`src/rtl/skq_pkg.sv`:
```
// ----------------------------------------------------------------------------
// skq_pkg
// Shared types and constants for the stable key sort queue.
// ----------------------------------------------------------------------------
package skq_pkg;

   // Fixed field widths of the channels.
   localparam int KEY_BITS         = 8;
   localparam int OUT_PAYLOAD_BITS = 32;
   // Widest stored payload; used to resize between port and store widths.
   localparam int WIDE_BITS        = 64;

   // Commands from the controller to the datapath.
   typedef struct packed {
      logic load;       // write the accepted item into the store, or drop it if full
      logic start;      // begin the drain: rewind the scan, open the min-search pass
      logic eval;       // consume the entry read at the scan index
      logic advance;    // step the scan index to the next entry
      logic next_pass;  // close the pass and move to the next larger key
      logic finish;     // empty the store after the drain
   } cmd_type;

   // Status from the datapath to the controller.
   typedef struct packed {
      logic hit;        // the current entry holds the key being emitted
      logic out_free;   // the result register can take a transfer this cycle
      logic idx_last;   // the scan index is at the last stored entry
      logic found;      // a key for the next pass is left, counting the current entry
   } status_type;

endpackage

```
`src/rtl/skq_if.sv`:
```
// ----------------------------------------------------------------------------
// skq_req_if / skq_rsp_if
// Valid/ready channels for input items and sorted results.
// ----------------------------------------------------------------------------
interface skq_req_if;
   logic                                   valid;
   logic                                   ready;
   logic [skq_pkg::KEY_BITS-1:0]           item_key;
   logic [skq_pkg::OUT_PAYLOAD_BITS-1:0]   item_payload;
   logic                                   item_last;

   modport source (output valid, item_key, item_payload, item_last, input ready);
   modport sink   (input valid, item_key, item_payload, item_last, output ready);
endinterface

interface skq_rsp_if;
   logic                                   valid;
   logic                                   ready;
   logic [skq_pkg::KEY_BITS-1:0]           out_key;
   logic [skq_pkg::OUT_PAYLOAD_BITS-1:0]   out_payload;
   logic                                   out_last;
   logic                                   overflow_seen;

   modport source (output valid, out_key, out_payload, out_last, overflow_seen, input ready);
   modport sink   (input valid, out_key, out_payload, out_last, overflow_seen, output ready);
endinterface

```
`src/rtl/stable_key_sort_queue_core.sv`:
```
// Loading: one item is taken per cycle while the block is in its load phase.
// Drain: after an item marked last, the store of N items is walked once to
// find the smallest key, then once more per distinct key D; each entry is first
// read from the RAM and then compared, and the compare holds while a result waits.
// First result: when the second pass meets the first smallest-key entry.
// Reset is synchronous: it empties the store and clears the dropped flag.
// ----------------------------------------------------------------------------
// stable_key_sort_queue_core
// Stable ascending sort of a set of keyed items held in an on-chip store.
// ----------------------------------------------------------------------------
module stable_key_sort_queue_core #(
   parameter int CAPACITY     = 64,
   parameter int PAYLOAD_BITS = 32
) (
   input  logic       clock,
   input  logic       reset,
   skq_req_if.sink    req_chan,
   skq_rsp_if.source  rsp_chan
);

   skq_pkg::cmd_type    cmd;
   skq_pkg::status_type status;
   logic                req_ready;

   // Sequencer.
   skq_ctrl u_ctrl (
      .clock     (clock),
      .reset     (reset),
      .req_valid (req_chan.valid),
      .req_last  (req_chan.item_last),
      .status    (status),
      .cmd       (cmd),
      .req_ready (req_ready)
   );

   assign req_chan.ready = req_ready;

   // Store, search registers and result register.
   skq_datapath #(
      .CAPACITY     (CAPACITY),
      .PAYLOAD_BITS (PAYLOAD_BITS)
   ) u_datapath (
      .clock        (clock),
      .reset        (reset),
      .cmd          (cmd),
      .status       (status),
      .req_key      (req_chan.item_key),
      .req_payload  (req_chan.item_payload),
      .rsp_ready    (rsp_chan.ready),
      .rsp_valid    (rsp_chan.valid),
      .rsp_key      (rsp_chan.out_key),
      .rsp_payload  (rsp_chan.out_payload),
      .rsp_last     (rsp_chan.out_last),
      .rsp_overflow (rsp_chan.overflow_seen)
   );

endmodule

```
`src/rtl/skq_ram.sv`:
```
// ----------------------------------------------------------------------------
// skq_ram
// Generic single-write, single-read RAM with registered read data.
// ----------------------------------------------------------------------------
module skq_ram #(
   parameter int WIDTH = 8,
   parameter int DEPTH = 64
) (
   input  logic                     clock,
   input  logic                     wr_en,
   input  logic [$clog2(DEPTH)-1:0] wr_addr,
   input  logic [WIDTH-1:0]         wr_data,
   input  logic [$clog2(DEPTH)-1:0] rd_addr,
   output logic [WIDTH-1:0]         rd_data
);

   logic [WIDTH-1:0] mem [DEPTH];

   // Write port and registered read port.
   always_ff @(posedge clock) begin
      if (wr_en) begin
         mem[wr_addr] <= wr_data;
      end
      rd_data <= mem[rd_addr];
   end

endmodule

```
`src/rtl/skq_ctrl.sv`:
```
// ----------------------------------------------------------------------------
// skq_ctrl
// Sequencer: loads, then walks the store once, then once per distinct key.
// ----------------------------------------------------------------------------
module skq_ctrl (
   input  logic                clock,
   input  logic                reset,
   input  logic                req_valid,
   input  logic                req_last,
   input  skq_pkg::status_type status,
   output skq_pkg::cmd_type    cmd,
   output logic                req_ready
);

   typedef enum logic [2:0] {
      ST_LOAD = 3'b001,
      ST_READ = 3'b010,
      ST_EVAL = 3'b100
   } state_type;

   state_type state_ff;
   state_type state_in;

   // Next state and commands.
   always_comb begin
      state_in  = state_ff;
      cmd       = '0;
      req_ready = 1'b0;
      case (state_ff)
         ST_LOAD: begin
            req_ready = 1'b1;
            if (req_valid) begin
               cmd.load = 1'b1;
               if (req_last) begin
                  cmd.start = 1'b1;
                  state_in  = ST_READ;
               end
            end
         end
         ST_READ: begin
            // The store read issued at the scan index returns next cycle.
            state_in = ST_EVAL;
         end
         ST_EVAL: begin
            // Hold while an entry to emit finds the result register occupied.
            if (!(status.hit && !status.out_free)) begin
               cmd.eval = 1'b1;
               if (status.idx_last) begin
                  if (status.found) begin
                     cmd.next_pass = 1'b1;
                     state_in      = ST_READ;
                  end else begin
                     cmd.finish = 1'b1;
                     state_in   = ST_LOAD;
                  end
               end else begin
                  cmd.advance = 1'b1;
                  state_in    = ST_READ;
               end
            end
         end
         default: begin
            state_in = ST_LOAD;
         end
      endcase
   end

   // State register.
   always_ff @(posedge clock) begin
      if (reset) begin
         state_ff <= ST_LOAD;
      end else begin
         state_ff <= state_in;
      end
   end

endmodule

```
`src/rtl/skq_datapath.sv`:
```
// ----------------------------------------------------------------------------
// skq_datapath
// Item store, scan index, key search registers and the result register.
// ----------------------------------------------------------------------------
module skq_datapath #(
   parameter int CAPACITY     = 64,
   parameter int PAYLOAD_BITS = 32
) (
   input  logic                                  clock,
   input  logic                                  reset,
   input  skq_pkg::cmd_type                      cmd,
   output skq_pkg::status_type                   status,
   input  logic [skq_pkg::KEY_BITS-1:0]          req_key,
   input  logic [skq_pkg::OUT_PAYLOAD_BITS-1:0]  req_payload,
   input  logic                                  rsp_ready,
   output logic                                  rsp_valid,
   output logic [skq_pkg::KEY_BITS-1:0]          rsp_key,
   output logic [skq_pkg::OUT_PAYLOAD_BITS-1:0]  rsp_payload,
   output logic                                  rsp_last,
   output logic                                  rsp_overflow
);

   localparam int AddrBits  = $clog2(CAPACITY);
   localparam int CountBits = $clog2(CAPACITY + 1);
   localparam int KeyBits   = skq_pkg::KEY_BITS;
   localparam int OutBits   = skq_pkg::OUT_PAYLOAD_BITS;
   localparam int WideBits  = skq_pkg::WIDE_BITS;

   logic [CountBits-1:0]    count_ff, count_in;
   logic                    dropped_ff, dropped_in;
   logic [AddrBits-1:0]     idx_ff, idx_in;
   logic [KeyBits-1:0]      cur_key_ff, cur_key_in;
   logic [KeyBits-1:0]      next_key_ff, next_key_in;
   logic                    next_found_ff, next_found_in;
   logic                    first_pass_ff, first_pass_in;
   logic [CountBits-1:0]    remain_ff, remain_in;
   logic                    rsp_valid_ff, rsp_valid_in;
   logic [KeyBits-1:0]      rsp_key_ff;
   logic [OutBits-1:0]      rsp_payload_ff;
   logic                    rsp_last_ff;
   logic                    rsp_overflow_ff;

   logic                    full;
   logic                    wr_en;
   logic [WideBits-1:0]     wide_wr;
   logic [WideBits-1:0]     wide_rd;
   logic [KeyBits-1:0]      rd_key;
   logic [PAYLOAD_BITS-1:0] rd_payload;
   logic                    hit;
   logic                    cand;
   logic                    better;
   logic [KeyBits-1:0]      cand_key;
   logic                    found;
   logic                    out_free;
   logic                    emit;

   // Store write: append while there is room.
   assign full    = (count_ff == CountBits'(CAPACITY));
   assign wr_en   = cmd.load && !full;
   assign wide_wr = {{(WideBits - OutBits){1'b0}}, req_payload};

   skq_ram #(
      .WIDTH (KeyBits),
      .DEPTH (CAPACITY)
   ) u_key_ram (
      .clock   (clock),
      .wr_en   (wr_en),
      .wr_addr (count_ff[AddrBits-1:0]),
      .wr_data (req_key),
      .rd_addr (idx_ff),
      .rd_data (rd_key)
   );

   skq_ram #(
      .WIDTH (PAYLOAD_BITS),
      .DEPTH (CAPACITY)
   ) u_payload_ram (
      .clock   (clock),
      .wr_en   (wr_en),
      .wr_addr (count_ff[AddrBits-1:0]),
      .wr_data (wide_wr[PAYLOAD_BITS-1:0]),
      .rd_addr (idx_ff),
      .rd_data (rd_payload)
   );

   assign wide_rd = WideBits'(rd_payload);

   // Key comparison on the entry read at the scan index. The first pass only
   // searches for the smallest key; later passes emit the current key and
   // search for the smallest key above it.
   assign hit      = !first_pass_ff && (rd_key == cur_key_ff);
   assign cand     = first_pass_ff || (rd_key > cur_key_ff);
   assign better   = cand && (!next_found_ff || (rd_key < next_key_ff));
   assign cand_key = better ? rd_key : next_key_ff;
   assign found    = next_found_ff || cand;
   assign out_free = !rsp_valid_ff || rsp_ready;
   assign emit     = cmd.eval && hit;

   assign status.hit      = hit;
   assign status.out_free = out_free;
   assign status.idx_last = ((CountBits'(idx_ff) + CountBits'(1)) == count_ff);
   assign status.found    = found;

   // Next values of the control registers.
   always_comb begin
      count_in      = count_ff;
      dropped_in    = dropped_ff;
      idx_in        = idx_ff;
      cur_key_in    = cur_key_ff;
      next_key_in   = next_key_ff;
      next_found_in = next_found_ff;
      first_pass_in = first_pass_ff;
      remain_in     = remain_ff;
      rsp_valid_in  = rsp_valid_ff;

      // Loading: append the item, or note that it was dropped.
      if (cmd.load) begin
         if (full) begin
            dropped_in = 1'b1;
         end else begin
            count_in = count_ff + CountBits'(1);
         end
      end

      // Drain start: rewind the scan for the minimum search.
      if (cmd.start) begin
         idx_in        = '0;
         next_found_in = 1'b0;
         first_pass_in = 1'b1;
      end

      if (emit) begin
         remain_in = remain_ff - CountBits'(1);
      end

      // Scan stepping and pass changes.
      if (cmd.advance) begin
         idx_in        = idx_ff + AddrBits'(1);
         next_key_in   = cand_key;
         next_found_in = found;
      end
      if (cmd.next_pass) begin
         idx_in        = '0;
         cur_key_in    = cand_key;
         next_found_in = 1'b0;
         first_pass_in = 1'b0;
         if (first_pass_ff) begin
            remain_in = count_ff;
         end
      end
      if (cmd.finish) begin
         count_in   = '0;
         dropped_in = 1'b0;
      end

      // Result register: loads on emit, empties on a completed transfer.
      if (emit) begin
         rsp_valid_in = 1'b1;
      end else if (rsp_ready) begin
         rsp_valid_in = 1'b0;
      end
   end

   // Control registers.
   always_ff @(posedge clock) begin
      if (reset) begin
         count_ff      <= '0;
         dropped_ff    <= 1'b0;
         idx_ff        <= '0;
         next_found_ff <= 1'b0;
         first_pass_ff <= 1'b1;
         remain_ff     <= '0;
         rsp_valid_ff  <= 1'b0;
      end else begin
         count_ff      <= count_in;
         dropped_ff    <= dropped_in;
         idx_ff        <= idx_in;
         next_found_ff <= next_found_in;
         first_pass_ff <= first_pass_in;
         remain_ff     <= remain_in;
         rsp_valid_ff  <= rsp_valid_in;
      end
   end

   // Key registers and result payload.
   always_ff @(posedge clock) begin
      cur_key_ff  <= cur_key_in;
      next_key_ff <= next_key_in;
      if (emit) begin
         rsp_key_ff      <= rd_key;
         rsp_payload_ff  <= wide_rd[OutBits-1:0];
         rsp_last_ff     <= (remain_ff == CountBits'(1));
         rsp_overflow_ff <= dropped_ff;
      end
   end

   assign rsp_valid    = rsp_valid_ff;
   assign rsp_key      = rsp_key_ff;
   assign rsp_payload  = rsp_payload_ff;
   assign rsp_last     = rsp_last_ff;
   assign rsp_overflow = rsp_overflow_ff;

endmodule

```
`src/flat_wrapper.sv`:
```
// flat-port wrapper written by rule: the top's interface ports become plain ports
module stable_key_sort_queue_core_flat 
#(
   parameter int CAPACITY     = 64,
   parameter int PAYLOAD_BITS = 32
)
  (clock, reset, req_chan_valid, req_chan_item_key, req_chan_item_payload, req_chan_item_last, req_chan_ready, rsp_chan_valid, rsp_chan_out_key, rsp_chan_out_payload, rsp_chan_out_last, rsp_chan_overflow_seen, rsp_chan_ready);
  skq_req_if req_chan_i ();
  skq_rsp_if rsp_chan_i ();
  input  logic clock;
  input  logic reset;
  input wire logic [$bits(req_chan_i.valid)-1:0] req_chan_valid;
  input wire logic [$bits(req_chan_i.item_key)-1:0] req_chan_item_key;
  input wire logic [$bits(req_chan_i.item_payload)-1:0] req_chan_item_payload;
  input wire logic [$bits(req_chan_i.item_last)-1:0] req_chan_item_last;
  output wire logic [$bits(req_chan_i.ready)-1:0] req_chan_ready;
  output wire logic [$bits(rsp_chan_i.valid)-1:0] rsp_chan_valid;
  output wire logic [$bits(rsp_chan_i.out_key)-1:0] rsp_chan_out_key;
  output wire logic [$bits(rsp_chan_i.out_payload)-1:0] rsp_chan_out_payload;
  output wire logic [$bits(rsp_chan_i.out_last)-1:0] rsp_chan_out_last;
  output wire logic [$bits(rsp_chan_i.overflow_seen)-1:0] rsp_chan_overflow_seen;
  input wire logic [$bits(rsp_chan_i.ready)-1:0] rsp_chan_ready;
  assign req_chan_i.valid = req_chan_valid;
  assign req_chan_i.item_key = req_chan_item_key;
  assign req_chan_i.item_payload = req_chan_item_payload;
  assign req_chan_i.item_last = req_chan_item_last;
  assign req_chan_ready = req_chan_i.ready;
  assign rsp_chan_valid = rsp_chan_i.valid;
  assign rsp_chan_out_key = rsp_chan_i.out_key;
  assign rsp_chan_out_payload = rsp_chan_i.out_payload;
  assign rsp_chan_out_last = rsp_chan_i.out_last;
  assign rsp_chan_overflow_seen = rsp_chan_i.overflow_seen;
  assign rsp_chan_i.ready = rsp_chan_ready;
  stable_key_sort_queue_core #(.CAPACITY(CAPACITY), .PAYLOAD_BITS(PAYLOAD_BITS)) u_core (.clock(clock), .reset(reset), .req_chan(req_chan_i), .rsp_chan(rsp_chan_i));
endmodule
```
`config.mk`:
```
export PLATFORM = sky130hd
export DESIGN_NAME = stable_key_sort_queue_core_flat
export DESIGN_NICKNAME = d
export VERILOG_FILES = /design/src/rtl/skq_pkg.sv /design/src/rtl/skq_if.sv /design/src/rtl/stable_key_sort_queue_core.sv /design/src/rtl/skq_ram.sv /design/src/rtl/skq_ctrl.sv /design/src/rtl/skq_datapath.sv /design/src/flat_wrapper.sv
export SDC_FILE = /design/constraint.sdc
export NUM_CORES = 2
export LEC_CHECK = 0
export BUFFER_PORTS_ARGS = -buffer_cell sky130_fd_sc_hd__buf_2
export CORE_MARGIN = 5
export CORE_UTILIZATION = 59
export CTS_BUF_LIST = sky130_fd_sc_hd__clkbuf_2
export DETAILED_ROUTE_END_ITERATION = 12
export GPL_TIMING_DRIVEN = 0
export HOLD_SLACK_MARGIN = 0.15
export PLACE_DENSITY = 0.78
export SLEW_MARGIN = 0
export SYNTH_ARGS = -nofsm -noshare
export SYNTH_HDL_FRONTEND = slang
export SYNTH_SLANG_ARGS = --single-unit
export TNS_END_PERCENT = 5
```
`constraint.sdc`:
```
create_clock -name clock -period 11.64 [get_ports clock]
set_input_delay 1.746 -clock clock [delete_from_list [all_inputs] [get_ports clock]]
set_output_delay 1.746 -clock clock [all_outputs]
set_load 0.01 [all_outputs]
```
# --- Yosys cells after proc, flatten, opt, wreduce, memory -nomap -nowiden ---
# Memory sizes are Yosys's and may differ from the RTL's. A register that Yosys moved wholly into a read port is not among the register bits.
# Cells that the tools add are included.
word_totals:
  regBits: 85
  in_bits: 45
  mem_count: 2
  mem_bits_rw: 2560
  word_cells: 85
memory_table:
  columns: ["name", "words", "width", "read_ports", "rd_ports_with_merged_regs", "wr", "line", "text"]
  rows:
  - ["u_core.u_datapath.u_payload_ram.mem", 64, 32, 1, 1, 1, "skq_ram.sv:17", "logic [WIDTH-1:0] mem [DEPTH];"]
  - ["u_core.u_datapath.u_key_ram.mem", 64, 8, 1, 1, 1, "skq_ram.sv:17", null]
classes:
  n_eq_ne: 10
  mux: 30
  bitwise: 1
  n_lt_le_gt_ge: 2
  add_sub_neg: 4
  n_reduce_logical: 22
op_table:
  columns: ["op", "count"]
  rows:
  - ["$mux 7", 3]
  - ["$mux 1", 13]
  - ["$mux 3", 4]
  - ["$mux 6", 2]
  - ["$pmux 3 s3", 1]
  - ["$eq 8x8->1", 1]
  - ["$gt 8x8->1", 1]
  - ["$lt 8x8->1", 1]
  - ["$mux 2", 4]
  - ["$mux 4", 2]
  - ["$mux 8", 1]
  - ["$add 6x1->7 const B", 1]
  - ["$add 7x1->7 const B", 1]
  - ["$eq 7x1->1 const B", 1]
  - ["$eq 7x7->1", 1]
  - ["$eq 7x7->1 const B", 1]
  - ["$sub 7x1->7 const B", 1]
  - ["$add 6x1->6 const B", 1]
  - ["$ne 2x2->1 const B", 3]
  - ["$reduce_bool 2->1", 3]
  - ["$logic_and 1x1->1", 5]
  - ["$logic_not 1->1", 5]
  - ["$logic_or 1x1->1", 4]
  - ["$reduce_and 2->1", 2]
  - ["6 further kinds", 7]

# --- Longest topological paths before layout ---
logic_depth:
  depth_word: 11
  ltp_mapped: 9
  ltp_nobuf: 8

# --- By module ---
# Synthesis repeated with hierarchy kept, for this count alone.
hier_totals:
  hier_cells: 4576
  area_unflattened_um2: 102478.3
by_module_without_submodules:
  columns: ["mod", "cells_per_inst", "seq_area_each_um2", "area_per_inst_um2", "n_inst"]
  rows:
  - ["skq_ram (u_core.u_datapath.u_payload_ram)", 3324, 62139.6, 78515.3, 1]
  - ["skq_ram (u_core.u_datapath.u_key_ram)", 940, 15534.9, 20166.8, 1]
  - ["skq_datapath", 287, 2222.1, 3582.2, 1]
  - ["skq_ctrl", 25, 60.1, 214.0, 1]

# --- Worst setup path after synthesis ---
# No wires, ideal clock.
synth_timing:
  path_type: "input to register"
  from: "in req_chan_valid"
  to: "mem u_core.u_datapath.u_key_ram.mem[172][0], in the netlist u_core.u_datapath.u_key_ram.mem[43][0], enable pin"
  slack_ns: 7.044
  t_arrival_ns: 4.159
  path_buffers: 0
  path_stages: 4
  cell_sequence: "nand2_1 > nor3b_1 > nand3_1 > nor2_1"
synth_via:
  elab_chain_len: 5
synth_rtl:
  columns: ["element", "line", "text"]
  rows:
  - ["start, declared", "flat_wrapper.sv:12", "input wire logic [$bits(req_chan_i.valid)-1:0] req_chan_valid;"]
  - ["$mux 2", "skq_ctrl.sv:32", "if (req_valid) begin"]
  - ["$mux 2", "skq_ctrl.sv:29", "case (state_ff)"]
  - ["$logic_and 1x1->1", "skq_datapath.sv:59", "assign wr_en = cmd.load && !full;"]
  - ["$mux 1", "skq_ram.sv:21", "if (wr_en) begin"]
  - ["$mux 1 (implied by the code)", "skq_ram.sv:22", "mem[wr_addr] <= wr_data;"]
  - ["end, declared", "skq_ram.sv:17", null]
# Every way passes these cells.

# --- Worst setup path in the final report ---
layout_timing:
  from: "reg u_core.u_ctrl.state_ff[0]"
  to: "out req_chan_ready"
layout_via:
  elab_chain_len: 2
layout_rtl:
  columns: ["element", "line", "text"]
  rows:
  - ["start, declared", "skq_ctrl.sv:21", "state_type state_ff;"]
  - ["start signal, assigned", "skq_ctrl.sv:73", "state_ff <= state_in;"]
  - ["$eq 3x1->1", "skq_ctrl.sv:29", null]
  - ["$mux 1", "skq_ctrl.sv:29", null]
  - ["end, declared", "flat_wrapper.sv:16", "output wire logic [$bits(req_chan_i.ready)-1:0] req_chan_ready;"]
# Every way passes these cells.

==> flow_metrics.env <==
export IMPL_start_util_pct=59.24
export IMPL_yosys_area_top_type="edfxtp_1"
export IMPL_vias_per_cell=6.702
export IMPL_drt_pass1_iterations=6
export IMPL_most_common_layout_cells="edfxtp_1 (2618), clkbuf_2 (922), mux4_2 (840)"
export IMPL_cp_top_family="simple AND/OR/NAND/NOR gates"
export IMPL_fin_tns_setup_ps=0
export IMPL_clkSlewWorstSetupHoldPaths_ps=100
export IMPL_ff2ff_setup_slack_ps=6790
export IMPL_cellPowerDensity_nw_per_um2=152.6
export IMPL_row_count=152
export IMPL_violations="capacitance limit, slew limit"
export IMPL_grt_pass1_wl_um=373600
export IMPL_mostFrequentLayoutCell="edfxtp_1"
export IMPL_p_leak_uw=0.03498
export IMPL_die_w_um=425.0
export IMPL_synth_xor_area_share_pct=0.1896
export IMPL_maxCapViolations=1
export IMPL_synth_top_family_by_area="multiplexers"
export IMPL_synthSimpleGateAreaFrac_pct=0.8347
export IMPL_h_tree_depth=6
export IMPL_synthTopCellsByArea="edfxtp_1 (77%), mux4_2 (19%), dfxtp_1 (1.3%)"
export IMPL_finalHoldViolations=0
export IMPL_clkSinkCount=2685
export IMPL_grt_max_degree=65
export IMPL_critPathCapture="req_chan_ready"
export IMPL_muxShareOfSynthArea_pct=18.72
export IMPL_synthToLayoutAreaGrowth_pct=11.34
export IMPL_slew_viol_final=11
export IMPL_synth_cell_types=54
export IMPL_die_h_um=425.0
export IMPL_wl_per_cell_um=34.60
export IMPL_gp_congestion=0.8301
export IMPL_irDropWorstVdd_mv=0.1008
export IMPL_wirelength_um=264100
export IMPL_worstRegToRegCells=7
export IMPL_cts_resized=0
export IMPL_fin_crit_ps=5075
export IMPL_critPathSlowestCell="nor3b_1"
export IMPL_hold_path_class="register to register"
export IMPL_cts_tree="yes"
export IMPL_path_buf_inv=1
export IMPL_worstMarginPinSlew_ps=1510
export IMPL_reg2reg_from="u_core.u_datapath.idx_ff[2]"
export IMPL_rsz0062_at_grt="no"
export IMPL_synth_cell_area_um2=101600
export IMPL_synth_seq_cells=2685
export IMPL_yosysWarnings=0
export IMPL_clock_skew_ps=133.8
export IMPL_start_kind="register"
export IMPL_dp_hpwl_um=163000
export IMPL_arrival_ps=3330
export IMPL_ant_nets=0
export IMPL_regToRegEndpoint="u_core.u_datapath.u_key_ram.rd_data[3]"
export IMPL_drive_gt1_share_pct=40.27
export IMPL_die_area_um2=180600
export IMPL_clock_path_buffers=4
export IMPL_setup_viol=0
export IMPL_dr_total_vias=51150
export IMPL_crit_start="u_core.u_ctrl.state_ff[0]"
export IMPL_path_cells="nor3b_1 -> buf_2"
export IMPL_fillCellCount=10590
export IMPL_grt_pass1_vias=52440
export IMPL_cts_inserted_buffers=641
export IMPL_clkLatencyLatePin_ps=1860
export IMPL_crit_cells=2
export IMPL_portBuffers=87
export IMPL_cpPeakStageDelay_ps=820
export IMPL_drc_errors=0
export IMPL_synthesis_nets=4094
export IMPL_fin_crit_sh_pct=43.60
export IMPL_synth_top_flop_cell="edfxtp_1"
export IMPL_ios=89
export IMPL_netlist_area_leader_share_pct=77.36
export IMPL_synth_seq_area_share_pct=78.68
export IMPL_synth_edff_count=2618
export IMPL_drtIter0Drc=8380
export IMPL_avgSynthCellArea_um2=25.22
export IMPL_critPathMaxFanout=8
export IMPL_worstSetupPathType="register to primary output"
export IMPL_timing_slew_headroom_pct=-0.6469
export IMPL_synthCells=4029
export IMPL_outcome="finished, violations left"
export IMPL_grt_usage_pct=29.67
export IMPL_overflow=0
export IMPL_cts_root_buf="clkbuf_2"
export IMPL_antenna_found_initial=9
export IMPL_endpoint_kind="primary output"
export IMPL_worst_ep_required_time_ps=9890
export IMPL_finalCoreUtilization_pct=65.96
export IMPL_async_reset_ff_share_pct=0
export IMPL_synth_compound_area_share_pct=0.3669
export IMPL_fmax_ghz=0.1970
export IMPL_synthAdderAreaFrac_pct=0.2462
export IMPL_nNetsFinal=4934
export IMPL_core_area_um2=171500
[kinds of logic (layout without fill, tap and decap cells)]
| family | count (synthesis) | count (layout) |
|---|---|---|
| AO/OA/AOI/OAI | 51 | 51 |
| XOR/XNOR | 22 | 22 |
| adder cells (fa/ha/maj) | 20 | 20 |
| buffers and inverters | 228 | 1506 |
| flip-flops | 2685 | 2685 |
| multiplexers | 850 | 850 |
| other | 0 | 15 |
| AND/OR/NAND/NOR | 173 | 173 |
[power breakdown]
part	switching, µW	internal (µW)	leakage [µW]	total [µW]
clock network	3570	2290	0.00425	5850
logic	423	211	0.00663	634
registers	41.4	10700	0.0241	10800
[registers in the layout, indices dropped and copies added (netlist names)]
| register | count |
|---|---|
| u_core.u_datapath.rsp_overflow | 1 |
| u_core.u_datapath.remain_ff | 7 |
| u_core.u_datapath.next_found_ff | 1 |
| u_core.u_datapath.cur_key_ff | 8 |
| u_core.u_datapath.rsp_last | 1 |
| u_core.u_datapath.rsp_valid | 1 |
| u_core.u_datapath.next_key_ff | 8 |
| u_core.u_datapath.u_payload_ram.rd_data | 32 |
| u_core.u_datapath.first_pass_ff | 1 |
| u_core.u_datapath.dropped_ff | 1 |
| u_core.u_datapath.u_key_ram.mem | 512 |
| u_core.u_ctrl.state_ff | 3 |
| u_core.u_datapath.idx_ff | 6 |
| u_core.u_datapath.u_payload_ram.mem | 2048 |
| u_core.u_datapath.count_ff | 7 |
| u_core.u_datapath.rsp_payload | 32 |
| u_core.u_datapath.rsp_key | 8 |
| u_core.u_datapath.u_key_ram.rd_data | 8 |
[what timing repair did]
action | CTS | global route
endpoints found under the hold margin | 4 | 0
hold buffers | 3 | 0
buffers inserted | 0 | 0
[metrics by stage]
stage / total power, µW / cell area, µm² / setup slack (ps) / instances / hold slack (ps)
global route: 17950 / 113100 / 6311 / 7625 / 311.1
floorplan: 11270 / 101600 / 7044 / 4029 / 385.5
global placement: 11560 / 105000 / 3899 / 6426 / 388.5
finish: 17260 / 113100 / 6565 / 7632 / 394.0
detailed placement: 11620 / 107600 / 6584 / 6532 / 388.7
CTS: 17330 / 113100 / 6406 / 7616 / 218.0
[how the worst min path moves through the flow]
stage | start | end | slack (ps) | depth (start not counted)
floorplan | u_core.u_datapath.u_payload_ram.rd_data[0] | u_core.u_datapath.rsp_payload[0] | 390 | 0
global placement | u_core.u_datapath.u_payload_ram.rd_data[8] | u_core.u_datapath.rsp_payload[8] | 390 | 0
detailed placement | u_core.u_datapath.u_payload_ram.rd_data[12] | u_core.u_datapath.rsp_payload[12] | 390 | 0
CTS | reset | u_core.u_datapath.idx_ff[2] | 220 | 2
global route | reset | u_core.u_datapath.idx_ff[3] | 310 | 2
finish | u_core.u_datapath.u_payload_ram.rd_data[19] | u_core.u_datapath.rsp_payload[19] | 390 | 0
[cells in the mapped netlist, drive strengths merged (5+ instances only)]
cell type,n
inv,21
edfxtp,2618
a211oi,13
clkbuf,124
buf,83
nand4,9
mux2,8
a21oi,5
mux4,840
o211ai,7
or3,5
dfxtp,67
o21ai,5
nand2,17
nor2,90
nand3,11
ha,20
xnor2,13
xor2,9
[cell type report]
cell class              count  area (µm²)  share of cell area (%)
flip-flops and latches   2685       79960                   70.67
multi-input cells        1116       21170                   18.71
clock buffers             915        4579                   4.047
well taps                2310        2890                   2.554
repair buffers            197        2643                   2.336
plain buffers             207       905.9                  0.8006
clock inverters           166       879.6                  0.7774
inverters                  21       81.33                 0.07188
diodes                     15       37.54                 0.03317
[routing by layer]
layer  vias to the layer above  wire length, µm  track usage [%]
met1                     26350            89550            40.04
met4                         2            11730            13.36
met5                         -               20                0
met3                       666            37470            9.577
li1                      19620                -                -
met2                      4511           125300            45.20
(Power assumes the default switching activity.)
